`config.mk`:
```
export PLATFORM = sky130hd
export DESIGN_NAME = imu_heater_temperature_controller_core_flat
export DESIGN_NICKNAME = d
export VERILOG_FILES = /design/src/hw/rtl/imuhtc_pkg.sv /design/src/hw/rtl/imuhtc_in_if.sv /design/src/hw/rtl/imuhtc_out_if.sv /design/src/hw/rtl/imu_heater_temperature_controller_core.sv /design/src/hw/rtl/imuhtc_cfg.sv /design/src/hw/rtl/imuhtc_front.sv /design/src/hw/rtl/imuhtc_div.sv /design/src/hw/rtl/imuhtc_integ.sv /design/src/flat_wrapper.sv
export VERILOG_INCLUDE_DIRS = /design/src /design/src/hw/rtl
export SDC_FILE = /design/constraint.sdc
export NUM_CORES = 2
export LEC_CHECK = 0
export BUFFER_PORTS_ARGS = -buffer_cell sky130_fd_sc_hd__buf_2
export CAP_MARGIN = 5
export CORE_UTILIZATION = 35
export DETAILED_ROUTE_END_ITERATION = 8
export MAX_ROUTING_LAYER = met4
export PLACE_DENSITY = 0.61
export SKIP_LAST_GASP = 1
export SYNTH_ARGS = -nofsm -noshare
export SYNTH_HDL_FRONTEND = slang
export SYNTH_SLANG_ARGS = --single-unit
```
`constraint.sdc`:
```
create_clock -name clk -period 12.9 [get_ports clk]
set_clock_uncertainty 0.05 [all_clocks]
set_input_delay 1.935 -clock clk [delete_from_list [all_inputs] [get_ports clk]]
set_output_delay 1.935 -clock clk [all_outputs]
set_load 0.005 [all_outputs]
```
`src/hw/rtl/imu_heater_temperature_controller_core_assert.svh`:
```
// Assertion macros for the heater controller core; clk and arst_n come from the using scope.
`ifndef IMU_HEATER_TEMPERATURE_CONTROLLER_CORE_ASSERT_SVH
`define IMU_HEATER_TEMPERATURE_CONTROLLER_CORE_ASSERT_SVH

// same-cycle implication
`define IMUHTC_ASSERT_NOW(lbl, ante, cons, msg) \
	lbl: assert property (@(posedge clk) disable iff (!arst_n) (ante) |-> (cons)) \
		else $error(msg);

// next-cycle implication
`define IMUHTC_ASSERT_NEXT(lbl, ante, cons, msg) \
	lbl: assert property (@(posedge clk) disable iff (!arst_n) (ante) |=> (cons)) \
		else $error(msg);

`endif

```
`src/hw/rtl/imuhtc_pkg.sv`:
```
// Shared types, widths and constants of the heater controller core.
`timescale 1ns / 1ps
`default_nettype none
package imuhtc_pkg;

	localparam int TEMP_W     = 16;
	localparam int TGT_W      = 8;
	localparam int TS_W       = 32;
	localparam int PWM_W      = 16;
	localparam int OUT_W      = 24;
	localparam int BAND_W     = 12;
	localparam int INTEG_W    = 16;
	localparam int DT_W       = 8;
	localparam int ERR_W      = 18;
	localparam int PROD_W     = ERR_W + PWM_W + 1;
	localparam int Y_W        = 27;
	localparam int MAG_W      = 25;
	localparam int DIV_SHIFT  = 29;
	localparam int MAGIC_W    = 23;
	localparam int QP_W       = MAG_W - 3 + MAGIC_W;
	localparam int Q_W        = 16;
	localparam int STEP_W     = 17;
	localparam int P_W        = 22;
	localparam int O1_W       = PROD_W - 8;
	localparam int C_W        = 19;
	localparam int CFG_IDX_W  = 3;
	localparam int CFG_DATA_W = 16;

	localparam logic [CFG_IDX_W-1:0] REG_MODE        = 3'd0;
	localparam logic [CFG_IDX_W-1:0] REG_TARGET      = 3'd1;
	localparam logic [CFG_IDX_W-1:0] REG_PWM_MAX     = 3'd2;
	localparam logic [CFG_IDX_W-1:0] REG_PROP_GAIN   = 3'd3;
	localparam logic [CFG_IDX_W-1:0] REG_STABLE_BAND = 3'd4;

	localparam logic [TS_W-1:0]   PERIOD_MS = 32'd100;
	localparam logic [TS_W-1:0]   DT_CAP_MS = 32'd200;
	localparam logic [DT_W-1:0]   DT_CAP    = 8'd200;
	localparam logic [TS_W-1:0]   WINDOW_MS = 32'd2000;
	localparam logic [PWM_W-1:0]  LIMIT_CAP = 16'd200;

	localparam logic signed [TEMP_W-1:0] TEMP_LOW_Q     = -16'sd10240;
	localparam logic signed [TEMP_W-1:0] TEMP_HIGH_Q    = 16'sd15360;
	localparam logic signed [TEMP_W-1:0] WIN_LOW_RESET  = 16'sd25600;
	localparam logic signed [TEMP_W-1:0] WIN_HIGH_RESET = -16'sd25600;
	localparam logic signed [TEMP_W:0]   SWING_Q        = 17'sd128;
	localparam logic signed [ERR_W-1:0]  OVERHEAT_ERR   = -18'sd256;
	localparam logic signed [Y_W-1:0]    ROUND_HALF     = 27'sd500;
	localparam logic signed [Y_W-1:0]    ROUND_UP       = 27'sd999;
	// ceil(2^29 / 125): exact floor division by 125 for 22-bit operands
	localparam logic [MAGIC_W-1:0]       DIV_MAGIC      = 23'd4294968;

	localparam logic [0:0]               MODE_RESET   = 1'b0;
	localparam logic signed [TGT_W-1:0]  TARGET_RESET = 8'sd40;
	localparam logic [PWM_W-1:0]         PWM_RESET    = 16'd200;
	localparam logic [PWM_W-1:0]         GAIN_RESET   = 16'd2560;
	localparam logic [BAND_W-1:0]        BAND_RESET   = 12'd256;

	typedef enum logic [2:0] {
		CLS_OFF,
		CLS_BAD,
		CLS_HOLD,
		CLS_RUN0,
		CLS_RUN1
	} cls_t;

	typedef struct packed {
		logic                     mode;
		logic signed [TGT_W-1:0]  target_temp;
		logic [PWM_W-1:0]         pwm_max;
		logic [PWM_W-1:0]         prop_gain;
		logic [BAND_W-1:0]        stable_band;
	} cfg_t;

	typedef struct packed {
		cls_t                     cls;
		logic signed [ERR_W-1:0]  err;
		logic signed [PROD_W-1:0] prod;
		logic                     stable;
	} s2_t;

	typedef struct packed {
		cls_t                     cls;
		logic signed [STEP_W-1:0] step;
		logic signed [P_W-1:0]    p;
		logic [OUT_W-1:0]         o1;
		logic                     err_le0;
		logic                     ovh;
		logic                     stable;
	} s3_t;

endpackage
`default_nettype wire

```
`src/hw/rtl/imuhtc_in_if.sv`:
```
// Sample channel: valid/ready plus one temperature sample with flags.
`timescale 1ns / 1ps
`default_nettype none
interface imuhtc_in_if;
	import imuhtc_pkg::*;

	logic                     valid;
	logic                     ready;
	logic signed [TEMP_W-1:0] temp;
	logic                     temp_valid;
	logic [TS_W-1:0]          now_ms;
	logic                     store_busy;
	logic                     heat_enable;

	modport source (
		output valid, temp, temp_valid, now_ms, store_busy, heat_enable,
		input  ready
	);
	modport sink (
		input  valid, temp, temp_valid, now_ms, store_busy, heat_enable,
		output ready
	);
endinterface
`default_nettype wire

```
`src/hw/rtl/imuhtc_out_if.sv`:
```
// Result channel: valid/ready plus heater PWM, controller output and stable flag.
`timescale 1ns / 1ps
`default_nettype none
interface imuhtc_out_if;
	import imuhtc_pkg::*;

	logic             valid;
	logic             ready;
	logic [PWM_W-1:0] pwm;
	logic [OUT_W-1:0] ctrl_out;
	logic             stable;

	modport source (
		output valid, pwm, ctrl_out, stable,
		input  ready
	);
	modport sink (
		input  valid, pwm, ctrl_out, stable,
		output ready
	);
endinterface
`default_nettype wire

```
`src/hw/rtl/imu_heater_temperature_controller_core.sv`:
```
// Top level of the heater temperature controller: config, three work stages and result register.
//
//   channel   kind        handshake        contents
//   sample    in  item    valid/ready      temp, temp_valid, now_ms, store_busy, heat_enable
//   result    out item    valid/ready      pwm, ctrl_out, stable
//   cfg       in  write   cfg_we           cfg_idx, cfg_data
//
// One item per cycle unless the result stalls; items pass the input, s2, s3 and result registers.
// The stage boundaries sit at the two multipliers (err times gain or dt, and the
// reciprocal for the divide by 1000); the integrator loop closes in the last stage.
// Reset clears config to defaults, all valid bits, timers, window and held outputs.
// A stalled result holds; earlier stages keep filling, so input ready drops only
// when all four stages are full.
`timescale 1ns / 1ps
`default_nettype none
`include "imu_heater_temperature_controller_core_assert.svh"
module imu_heater_temperature_controller_core (
	input  logic                               clk,
	input  logic                               arst_n,
	imuhtc_in_if.sink                          sample,
	imuhtc_out_if.source                       result,
	input  logic                               cfg_we,
	input  logic [imuhtc_pkg::CFG_IDX_W-1:0]   cfg_idx,
	input  logic [imuhtc_pkg::CFG_DATA_W-1:0]  cfg_data
);
	import imuhtc_pkg::*;

	cfg_t       cfg;
	logic       vld_s2;
	s2_t        pay_s2;
	logic       s2_take;
	logic       vld_s3;
	s3_t        pay_s3;
	logic       s3_take;
	logic [2:0] inflight_q;
	logic       acc;
	logic       dlv;

	imuhtc_cfg u_cfg (
		.clk      (clk),
		.arst_n   (arst_n),
		.cfg_we   (cfg_we),
		.cfg_idx  (cfg_idx),
		.cfg_data (cfg_data),
		.cfg      (cfg)
	);

	imuhtc_front u_front (
		.clk     (clk),
		.arst_n  (arst_n),
		.cfg     (cfg),
		.sample  (sample),
		.vld_s2  (vld_s2),
		.pay_s2  (pay_s2),
		.s2_take (s2_take)
	);

	imuhtc_div u_div (
		.clk     (clk),
		.arst_n  (arst_n),
		.cfg     (cfg),
		.vld_s2  (vld_s2),
		.pay_s2  (pay_s2),
		.s2_take (s2_take),
		.vld_s3  (vld_s3),
		.pay_s3  (pay_s3),
		.s3_take (s3_take)
	);

	imuhtc_integ u_integ (
		.clk     (clk),
		.arst_n  (arst_n),
		.cfg     (cfg),
		.vld_s3  (vld_s3),
		.pay_s3  (pay_s3),
		.s3_take (s3_take),
		.result  (result)
	);

	// count items between acceptance and delivery
	assign acc = sample.valid && sample.ready;
	assign dlv = result.valid && result.ready;

	always_ff @(posedge clk or negedge arst_n) begin
		if (!arst_n) begin
			inflight_q <= '0;
		end else if (acc && !dlv) begin
			inflight_q <= inflight_q + 3'd1;
		end else if (!acc && dlv) begin
			inflight_q <= inflight_q - 3'd1;
		end
	end

	`IMUHTC_ASSERT_NOW(a_stall_full, !sample.ready, result.valid && !result.ready, "input stalled without a waiting result")
	`IMUHTC_ASSERT_NOW(a_pwm_match, result.valid && (result.pwm != '0), result.pwm == result.ctrl_out[OUT_W-1:8], "pwm disagrees with ctrl_out")
	`IMUHTC_ASSERT_NOW(a_depth, 1'b1, (result.valid == 1'b0 || inflight_q != '0) && inflight_q <= 3'd4, "item count out of bounds")
	`IMUHTC_ASSERT_NEXT(a_no_orphan, inflight_q == '0, !result.valid, "result without an accepted item")

endmodule
`default_nettype wire

```
`src/hw/rtl/imuhtc_cfg.sv`:
```
// Configuration register file with its write decode.
`timescale 1ns / 1ps
`default_nettype none
module imuhtc_cfg (
	input  logic                               clk,
	input  logic                               arst_n,
	input  logic                               cfg_we,
	input  logic [imuhtc_pkg::CFG_IDX_W-1:0]   cfg_idx,
	input  logic [imuhtc_pkg::CFG_DATA_W-1:0]  cfg_data,
	output imuhtc_pkg::cfg_t                   cfg
);
	import imuhtc_pkg::*;

	cfg_t regs_q;

	assign cfg = regs_q;

	always_ff @(posedge clk or negedge arst_n) begin
		if (!arst_n) begin
			regs_q.mode        <= MODE_RESET;
			regs_q.target_temp <= TARGET_RESET;
			regs_q.pwm_max     <= PWM_RESET;
			regs_q.prop_gain   <= GAIN_RESET;
			regs_q.stable_band <= BAND_RESET;
		end else if (cfg_we) begin
			unique case (cfg_idx)
				REG_MODE:        regs_q.mode        <= cfg_data[0];
				REG_TARGET:      regs_q.target_temp <= signed'(cfg_data[TGT_W-1:0]);
				REG_PWM_MAX:     regs_q.pwm_max     <= cfg_data[PWM_W-1:0];
				REG_PROP_GAIN:   regs_q.prop_gain   <= cfg_data[PWM_W-1:0];
				REG_STABLE_BAND: regs_q.stable_band <= cfg_data[BAND_W-1:0];
				default: ;
			endcase
		end
	end
endmodule
`default_nettype wire

```
`src/hw/rtl/imuhtc_front.sv`:
```
// Input register, sample gating, update timer, min/max window and the shared multiplier.
`timescale 1ns / 1ps
`default_nettype none
module imuhtc_front (
	input  logic              clk,
	input  logic              arst_n,
	input  imuhtc_pkg::cfg_t  cfg,
	imuhtc_in_if.sink         sample,
	output logic              vld_s2,
	output imuhtc_pkg::s2_t   pay_s2,
	input  logic              s2_take
);
	import imuhtc_pkg::*;

	logic                     vld_s1;
	logic signed [TEMP_W-1:0] temp_s1;
	logic                     tvld_s1;
	logic [TS_W-1:0]          now_s1;
	logic                     busy_s1;
	logic                     heat_s1;

	logic [TS_W-1:0]          last_upd_q;
	logic [TS_W-1:0]          win_start_q;
	logic signed [TEMP_W-1:0] win_low_q;
	logic signed [TEMP_W-1:0] win_high_q;
	logic                     settled_q;

	logic                     adv2;
	logic                     ld1;
	logic                     fire;
	logic signed [TEMP_W-1:0] tgt_q;
	logic signed [ERR_W-1:0]  err;
	logic [ERR_W-1:0]         abs_err;
	logic                     near;
	logic                     gate_off;
	logic                     bad;
	logic [TS_W-1:0]          elapsed;
	logic                     due;
	logic [DT_W-1:0]          dt;
	logic [PWM_W-1:0]         opnd;
	logic signed [PROD_W-1:0] prod;
	logic signed [TEMP_W-1:0] low_n;
	logic signed [TEMP_W-1:0] high_n;
	logic signed [TEMP_W:0]   swing;
	logic                     win_due;
	logic                     settled_n;
	cls_t                     cls;
	logic                     stable;
	logic                     win_upd;

	assign adv2         = !vld_s2 || s2_take;
	assign ld1          = !vld_s1 || adv2;
	assign sample.ready = ld1;
	assign fire         = vld_s1 && adv2;

	assign tgt_q    = {cfg.target_temp, 8'h00};
	assign err      = ERR_W'(tgt_q) - ERR_W'(temp_s1);
	assign abs_err  = err[ERR_W-1] ? unsigned'(-err) : unsigned'(err);
	assign near     = abs_err <= ERR_W'(cfg.stable_band);
	assign gate_off = busy_s1 || !heat_s1;
	assign bad      = !tvld_s1 || (temp_s1 < TEMP_LOW_Q) || (temp_s1 > TEMP_HIGH_Q);

	// elapsed time wraps with the timestamp
	assign elapsed = now_s1 - last_upd_q;
	assign due     = elapsed >= PERIOD_MS;
	assign dt      = (elapsed > DT_CAP_MS) ? DT_CAP : elapsed[DT_W-1:0];

	// one multiplier: err * 2 * dt for PI mode, err * prop_gain for P mode
	assign opnd = cfg.mode ? cfg.prop_gain : PWM_W'({dt, 1'b0});
	assign prod = err * $signed({1'b0, opnd});

	assign low_n     = (temp_s1 < win_low_q) ? temp_s1 : win_low_q;
	assign high_n    = (temp_s1 > win_high_q) ? temp_s1 : win_high_q;
	assign swing     = (TEMP_W+1)'(high_n) - (TEMP_W+1)'(low_n);
	assign win_due   = (now_s1 - win_start_q) >= WINDOW_MS;
	assign settled_n = win_due ? (swing <= SWING_Q) : settled_q;

	always_comb begin
		priority if (gate_off) begin
			cls = CLS_OFF;
		end else if (bad) begin
			cls = CLS_BAD;
		end else if (cfg.mode) begin
			cls = CLS_RUN1;
		end else if (due) begin
			cls = CLS_RUN0;
		end else begin
			cls = CLS_HOLD;
		end
	end

	assign win_upd = (cls == CLS_RUN0) || (cls == CLS_HOLD);

	always_comb begin
		unique case (cls)
			CLS_RUN0, CLS_HOLD: stable = near && settled_n;
			CLS_RUN1:           stable = near;
			default:            stable = 1'b0;
		endcase
	end

	always_ff @(posedge clk or negedge arst_n) begin
		if (!arst_n) begin
			vld_s1 <= 1'b0;
		end else if (ld1) begin
			vld_s1 <= sample.valid;
		end
	end

	always_ff @(posedge clk) begin
		if (ld1 && sample.valid) begin
			temp_s1 <= sample.temp;
			tvld_s1 <= sample.temp_valid;
			now_s1  <= sample.now_ms;
			busy_s1 <= sample.store_busy;
			heat_s1 <= sample.heat_enable;
		end
	end

	always_ff @(posedge clk or negedge arst_n) begin
		if (!arst_n) begin
			last_upd_q  <= '0;
			win_start_q <= '0;
			win_low_q   <= WIN_LOW_RESET;
			win_high_q  <= WIN_HIGH_RESET;
			settled_q   <= 1'b0;
		end else if (fire) begin
			if (cls == CLS_RUN0) begin
				last_upd_q <= now_s1;
			end
			if (win_upd) begin
				// restart the window once it has run its length
				if (win_due) begin
					win_low_q   <= temp_s1;
					win_high_q  <= temp_s1;
					win_start_q <= now_s1;
					settled_q   <= settled_n;
				end else begin
					win_low_q  <= low_n;
					win_high_q <= high_n;
				end
			end
		end
	end

	always_ff @(posedge clk or negedge arst_n) begin
		if (!arst_n) begin
			vld_s2 <= 1'b0;
		end else if (adv2) begin
			vld_s2 <= vld_s1;
		end
	end

	always_ff @(posedge clk) begin
		if (fire) begin
			pay_s2.cls    <= cls;
			pay_s2.err    <= err;
			pay_s2.prod   <= prod;
			pay_s2.stable <= stable;
		end
	end
endmodule
`default_nettype wire

```
`src/hw/rtl/imuhtc_div.sv`:
```
// Rounded division of the integral step by 1000, P term and clamped P-mode output.
`timescale 1ns / 1ps
`default_nettype none
module imuhtc_div (
	input  logic              clk,
	input  logic              arst_n,
	input  imuhtc_pkg::cfg_t  cfg,
	input  logic              vld_s2,
	input  imuhtc_pkg::s2_t   pay_s2,
	output logic              s2_take,
	output logic              vld_s3,
	output imuhtc_pkg::s3_t   pay_s3,
	input  logic              s3_take
);
	import imuhtc_pkg::*;

	logic                     adv3;
	logic                     fire;
	logic signed [Y_W-1:0]    ysum;
	logic signed [Y_W-1:0]    yneg;
	logic                     neg;
	logic [MAG_W-1:0]         mag;
	logic [QP_W-1:0]          qprod;
	logic [Q_W-1:0]           q;
	logic signed [STEP_W-1:0] qs;
	logic signed [STEP_W-1:0] step;
	logic signed [P_W-1:0]    err_x;
	logic signed [P_W-1:0]    p;
	logic signed [O1_W-1:0]   o1w;
	logic [OUT_W-1:0]         pmax_q;
	logic [OUT_W-1:0]         o1;

	assign adv3    = !vld_s3 || s3_take;
	assign s2_take = adv3;
	assign fire    = vld_s2 && adv3;

	// floor((x + 500) / 1000); a negative sum divides its magnitude rounded up
	assign ysum  = $signed(pay_s2.prod[Y_W-1:0]) + ROUND_HALF;
	assign neg   = ysum[Y_W-1];
	assign yneg  = ROUND_UP - ysum;
	assign mag   = neg ? unsigned'(yneg[MAG_W-1:0]) : unsigned'(ysum[MAG_W-1:0]);
	assign qprod = QP_W'(mag[MAG_W-1:3]) * QP_W'(DIV_MAGIC);
	assign q     = qprod[DIV_SHIFT+Q_W-1:DIV_SHIFT];
	assign qs    = $signed(STEP_W'(q));
	assign step  = neg ? -qs : qs;

	assign err_x = P_W'(pay_s2.err);
	assign p     = (err_x <<< 4) + (err_x <<< 2);

	assign o1w    = $signed(pay_s2.prod[PROD_W-1:8]);
	assign pmax_q = {cfg.pwm_max, 8'h00};

	always_comb begin
		priority if (o1w[O1_W-1]) begin
			o1 = '0;
		end else if (o1w > $signed(O1_W'(pmax_q))) begin
			o1 = pmax_q;
		end else begin
			o1 = o1w[OUT_W-1:0];
		end
	end

	always_ff @(posedge clk or negedge arst_n) begin
		if (!arst_n) begin
			vld_s3 <= 1'b0;
		end else if (adv3) begin
			vld_s3 <= vld_s2;
		end
	end

	always_ff @(posedge clk) begin
		if (fire) begin
			pay_s3.cls     <= pay_s2.cls;
			pay_s3.step    <= step;
			pay_s3.p       <= p;
			pay_s3.o1      <= o1;
			pay_s3.err_le0 <= pay_s2.err[ERR_W-1] || (pay_s2.err == '0);
			pay_s3.ovh     <= pay_s2.err <= OVERHEAT_ERR;
			pay_s3.stable  <= pay_s2.stable;
		end
	end
endmodule
`default_nettype wire

```
`src/hw/rtl/imuhtc_integ.sv`:
```
// Integrator with conditional integration, output clamp, held outputs and result register.
`timescale 1ns / 1ps
`default_nettype none
module imuhtc_integ (
	input  logic              clk,
	input  logic              arst_n,
	input  imuhtc_pkg::cfg_t  cfg,
	input  logic              vld_s3,
	input  imuhtc_pkg::s3_t   pay_s3,
	output logic              s3_take,
	imuhtc_out_if.source      result
);
	import imuhtc_pkg::*;

	logic                     vld_out_q;
	logic [INTEG_W-1:0]       integ_q;
	logic [OUT_W-1:0]         held_out_q;
	logic [PWM_W-1:0]         held_pwm_q;
	logic                     stable_q;

	logic                     adv_o;
	logic                     fire;
	logic [7:0]               lim_pwm;
	logic [INTEG_W-1:0]       limit;
	logic signed [C_W-1:0]    cand_raw;
	logic signed [C_W-1:0]    lim_c;
	logic [INTEG_W-1:0]       cand;
	logic signed [P_W:0]      limw;
	logic signed [P_W:0]      sum_pc;
	logic                     take;
	logic [INTEG_W-1:0]       integ_n;
	logic signed [P_W:0]      sum_po;
	logic [INTEG_W-1:0]       o0;
	logic [INTEG_W-1:0]       integ_f;
	logic [INTEG_W-1:0]       o0f;

	assign adv_o   = !vld_out_q || result.ready;
	assign s3_take = adv_o;
	assign fire    = vld_s3 && adv_o;

	assign lim_pwm = (cfg.pwm_max < LIMIT_CAP) ? cfg.pwm_max[7:0] : LIMIT_CAP[7:0];
	assign limit   = {lim_pwm, 8'h00};
	assign lim_c   = $signed(C_W'(limit));
	assign limw    = $signed((P_W+1)'(limit));

	assign cand_raw = $signed(C_W'(integ_q)) + C_W'(pay_s3.step);

	always_comb begin
		priority if (cand_raw[C_W-1]) begin
			cand = '0;
		end else if (cand_raw > lim_c) begin
			cand = limit;
		end else begin
			cand = cand_raw[INTEG_W-1:0];
		end
	end

	// integrate only while cooling is asked for or the output is not saturated
	assign sum_pc  = (P_W+1)'(pay_s3.p) + $signed((P_W+1)'(cand));
	assign take    = pay_s3.err_le0 || (sum_pc < limw);
	assign integ_n = take ? cand : integ_q;
	assign sum_po  = (P_W+1)'(pay_s3.p) + $signed((P_W+1)'(integ_n));

	always_comb begin
		priority if (sum_po[P_W]) begin
			o0 = '0;
		end else if (sum_po > limw) begin
			o0 = limit;
		end else begin
			o0 = sum_po[INTEG_W-1:0];
		end
	end

	// overheat drops both output and integral
	assign integ_f = pay_s3.ovh ? '0 : integ_n;
	assign o0f     = pay_s3.ovh ? '0 : o0;

	always_ff @(posedge clk or negedge arst_n) begin
		if (!arst_n) begin
			vld_out_q  <= 1'b0;
			integ_q    <= '0;
			held_out_q <= '0;
			held_pwm_q <= '0;
			stable_q   <= 1'b0;
		end else begin
			if (adv_o) begin
				vld_out_q <= vld_s3;
			end
			if (fire) begin
				stable_q <= pay_s3.stable;
				unique case (pay_s3.cls)
					CLS_OFF: begin
						held_pwm_q <= '0;
					end
					CLS_BAD: begin
						held_pwm_q <= '0;
						held_out_q <= '0;
					end
					CLS_HOLD: begin
					end
					CLS_RUN0: begin
						integ_q    <= integ_f;
						held_out_q <= OUT_W'(o0f);
						held_pwm_q <= PWM_W'(o0f[INTEG_W-1:8]);
					end
					CLS_RUN1: begin
						held_out_q <= pay_s3.o1;
						held_pwm_q <= pay_s3.o1[OUT_W-1:8];
					end
					default: ;
				endcase
			end
		end
	end

	assign result.valid    = vld_out_q;
	assign result.pwm      = held_pwm_q;
	assign result.ctrl_out = held_out_q;
	assign result.stable   = stable_q;
endmodule
`default_nettype wire

```
`src/flat_wrapper.sv`:
```
// flat-port wrapper written by rule: the top's interface ports become plain ports
module imu_heater_temperature_controller_core_flat import imuhtc_pkg::*;
  (clk, arst_n, cfg_we, cfg_idx, cfg_data, sample_valid, sample_temp, sample_temp_valid, sample_now_ms, sample_store_busy, sample_heat_enable, sample_ready, result_valid, result_pwm, result_ctrl_out, result_stable, result_ready);
  imuhtc_in_if sample_i ();
  imuhtc_out_if result_i ();
  input  logic clk;
  input  logic arst_n;
  input  logic cfg_we;
  input  logic [imuhtc_pkg::CFG_IDX_W-1:0] cfg_idx;
  input  logic [imuhtc_pkg::CFG_DATA_W-1:0] cfg_data;
  input wire logic [$bits(sample_i.valid)-1:0] sample_valid;
  input wire logic [$bits(sample_i.temp)-1:0] sample_temp;
  input wire logic [$bits(sample_i.temp_valid)-1:0] sample_temp_valid;
  input wire logic [$bits(sample_i.now_ms)-1:0] sample_now_ms;
  input wire logic [$bits(sample_i.store_busy)-1:0] sample_store_busy;
  input wire logic [$bits(sample_i.heat_enable)-1:0] sample_heat_enable;
  output wire logic [$bits(sample_i.ready)-1:0] sample_ready;
  output wire logic [$bits(result_i.valid)-1:0] result_valid;
  output wire logic [$bits(result_i.pwm)-1:0] result_pwm;
  output wire logic [$bits(result_i.ctrl_out)-1:0] result_ctrl_out;
  output wire logic [$bits(result_i.stable)-1:0] result_stable;
  input wire logic [$bits(result_i.ready)-1:0] result_ready;
  assign sample_i.valid = sample_valid;
  assign sample_i.temp = sample_temp;
  assign sample_i.temp_valid = sample_temp_valid;
  assign sample_i.now_ms = sample_now_ms;
  assign sample_i.store_busy = sample_store_busy;
  assign sample_i.heat_enable = sample_heat_enable;
  assign sample_ready = sample_i.ready;
  assign result_valid = result_i.valid;
  assign result_pwm = result_i.pwm;
  assign result_ctrl_out = result_i.ctrl_out;
  assign result_stable = result_i.stable;
  assign result_i.ready = result_ready;
  imu_heater_temperature_controller_core u_core (.clk(clk), .arst_n(arst_n), .sample(sample_i), .result(result_i), .cfg_we(cfg_we), .cfg_idx(cfg_idx), .cfg_data(cfg_data));
endmodule
```
==> summary.md <==
| Metric | Value |
|---|---|
| FF-to-FF Start | u_core.u_integ.integ_q[0] |
| Post-route setup slack | ~0.66 ns |
| R2R setup slack | 0.66 ns |
| Hold Slack | 0.371 ns |
| Initial drt markers | between 1500 and 2000 |
| Fmax | 0.0817 GHz |
| Startpoint Class | flop |
| Area of the multi-input gates | 28100 um2 |
| Wire per inst | 18.7 um |
| Critical path origin | u_core.u_integ.integ_q[0] |
| R2r endpoint | u_core.u_integ.result.ctrl_out[15] |
| Final Setup Violations | 0 |
| Remaining DRCs | 0 |
| Total CTS buffers | 48 |
| Die W | ~350 um |
| Leading area contributor after synthesis | fa_1 |
| Placer Congestion | 0.932 |
| Dominant cells by area after synthesis | fa_1 (18%), ha_1 (15%), edfxtp_1 (12%) |
| Post-route ant nets | 0 |
| Highest metal used | met4 |
| Met3 wire len | a little over 6000 um |
| Cell mode on critical path | a21oi_1 |
| Worst-path maximum fanout | 12 |
| Status | complete, no violations |
| Pin count of the biggest net entering global routing | 95 |
| Worst Setup EP | u_core.u_integ.result.ctrl_out[15] |
| Clock root buffer | clkbuf_16 |
| Vias in the first global route | ~32000 |
| Register area | 10400 um2 |
| Post-synth top area share | 0.184 |
| Final min period | between 10 and 15 ns |
| Post-synth ARST share | 0.552 |
| Synth-to-Final Area Change | 10.4% |
| Met2 wire length | 51600 um |
| Max-slew headroom | 0.256 |
| GR Util All Layers | 0.195 |
| M1 WL | between 50000 and 60000 um |
| Total I/O pin count | between 100 and 150 |
| Drt pass-1 iters | 5 |
| Core box area | ~120000 um2 |
| Hold Startpoint | u_core.u_front.pay_s2[55] |
| # clock sinks | ~380 |
| Fin. max-slew vios | 0 |
| FILL cells | between 10000 and 15000 |
| Post-synthesis register bit count | roughly 380 |
| Setup slack at placement | -0.127 ns |
| Total grt overflow | 0 |
| Max-cap violations | 0 |
| Mean Syn Cell Area | 9.64 um2 |
| Final worst path period share | 0.949 |
| Share of cells above drive strength 1 | 0.107 |
| Kind of critical path | flop to flop |
| Cells after synthesis | approximately 4300 |
| Area of the die | ~120000 um2 |
| FF-to-FF path depth | 56 |
| Clock Latency Late Sink | 0.65 ns |
| Via count | between 30000 and 40000 |
| Vias/cell | roughly 5.2 |
| H-tree Lvls | 2 |
| HP Class | flop to flop |
| Register area share after synthesis | 0.252 |
| Number of antenna violations at the first check in global routing | 1 |
| Input/output buffers | around 120 |
| Drt total wl | between 100000 and 150000 um |
| Crit-path max cell delay | about 0.52 ns |
| Die Ht | about 350 um |
| Top post-synthesis cells by count | inv_1 (684), ha_1 (498), nand2_1 (386) |
| Predominant post-synthesis flop cell | dfrtp_1 |
| Slowest-stage cell, CP | or4b_1 |
| Clock Pin Slew Worst Setup and Hold Paths | 0.06 ns |
| CP required | between 10 and 15 ns |
| Count leader, synth | inv_1 |
| Core Rows | 125 |
| First-pass GRT wire length | 179000 um |
| Clock Path Buffers | 3 |
| DP HPWL | roughly 90000 um |
| Post-Syn Nets | between 5000 and 6000 |
| CTS tree | yes |
| Critical Path End Type | flop |
| Initial core utilization | 0.355 |
| Slew @ Worst Pin | 1.11 ns |
| Crit path arrival time | approximately 13 ns |
| Cell variety after synth | 105 |
| Yosys Warn Count | 0 |
| Nets | ~5400 |
| Post-synth EDFFs | around 170 |
| Hold Violations, Final | 0 |
| Synthesized area | 41500 um2 |
| Setup tns final | 0 ns |
## state kept, by name, summed over array words and instances, names as in the netlist
signal / count
u_core.u_integ.result.valid: 1
u_core.u_front.vld_s2: 1
u_core.u_integ.result.ctrl_out: 24
u_core.u_div.vld_s3: 1
u_core.u_front.busy_s1: 1
u_core.u_front.vld_s1: 1
u_core.u_integ.integ_q: 16
u_core.u_front.win_start_q: 32
u_core.u_front.pay_s2: 53
u_core.u_integ.result.stable: 1
u_core.u_front.now_s1: 32
u_core.u_front.last_upd_q: 32
u_core.u_front.temp_s1: 16
u_core.u_front.tvld_s1: 1
u_core.u_front.win_low_q: 16
u_core.u_front.heat_s1: 1
u_core.u_cfg.cfg: 53
u_core.u_front.settled_q: 1
u_core.u_integ.result.pwm: 16
u_core.u_div.pay_s3: 67
u_core.u_front.win_high_q: 16
## cells by family after synthesis
family,Yosys count,share of synthesized area
buf+inv,799,0.0745
mux,182,0.0505
xor+xnor,183,0.0388
fa+ha+maj,879,0.334
simple gates,1161,0.137
compound gates,717,0.114
flops,382,0.252
## area by class of cell
cell class	instances	share of cell area
Timing Repair Buffer	177	0.0230
Sequential cell	382	0.228
Inverter	686	0.0562
Clock inverter	31	0.00902
Tap cell	1524	0.0416
Antenna cell	1	0.0000547
Clock buffer	57	0.0283
Multi-Input combinational cell	3122	0.614
## layout by cell type, fill, tap and decap left out, types with 21 or more instances in the layout
cell       synthesis  layout
nor2b_1           49      49
a21o_1            62      62
nand2b_1          50      50
dfrtp_1          196     195
nor4_1            29      28
xor2_1            62      62
xnor2_1          120     120
and3_1            31      31
or3_1             34      34
mux2i_1           50      50
nand4_1           32      32
nor3_1            58      57
nor2_1           269     269
buf_4              3      58
inv_1            684     684
mux2_4            28      28
edfxtp_1         171     171
mux2_2            90      90
nand2_1          386     386
ha_1             498     495
a22o_1            39      38
buf_2             13     116
o21a_1            43      42
nand3b_1          21      21
a21oi_1          178     175
o21bai_1          21      21
nand3_1           77      77
fa_1             381     381
o21ai_1           23      24
o21ai_0          165     161
clkbuf_16          0      49
and2_1            46      42
## worst min path at each step
stage	endpoint	slack, ns	depth (start not counted)
finish	u_core.u_div.pay_s3[67]	0.37	0
global route	u_core.u_div.pay_s3[68]	0.38	0
CTS	u_core.u_div.pay_s3[68]	0.37	0
detailed placement	u_core.u_div.pay_s3[68]	0.36	0
global placement	u_core.u_div.pay_s3[68]	0.36	0
floorplan	u_core.u_div.pay_s3[0]	0.35	0
## routing by layer
metal  up-vias  track usage
li1      14800            -
met1     15300        0.259
met2       675        0.311
met3       146       0.0293
met4         0       0.0449
met5         -            -
## metrics by stage
step | instance area [um2] | util | instances
finish | 45800 | 0.392 | 5980
global route | 45800 | 0.392 | 5979
CTS | 45700 | 0.391 | 5975
detailed placement | 43900 | 0.376 | 5886
global placement | 43900 | 0.376 | 5886
floorplan | 41500 | - | 4303
## worst max-delay path: cells and delay by family, from the launching register on
family | cells | cell delay (ns)
AO/OA/AOI/OAI | 24 | 4.88
XOR/XNOR | 3 | 0.45
adder cells (fa/ha/maj) | 7 | 2.13
buffers and inverters | 3 | 0.56
flip-flops | 1 | 0.41
multiplexers | 1 | 0.40
AND/OR/NAND/NOR | 18 | 3.19
## repair_timing
item                                    in CTS  in global routing
hold buffers                                 0                  0
setup buffers                                1                  4
endpoints found under the setup margin      21                 24
pin swaps                                    0                  4
resized for setup                            3                 23
Power is left out: the tool's default activity adds up to more than one toggle a clock period on the data nets, which glitch-free logic cannot reach.
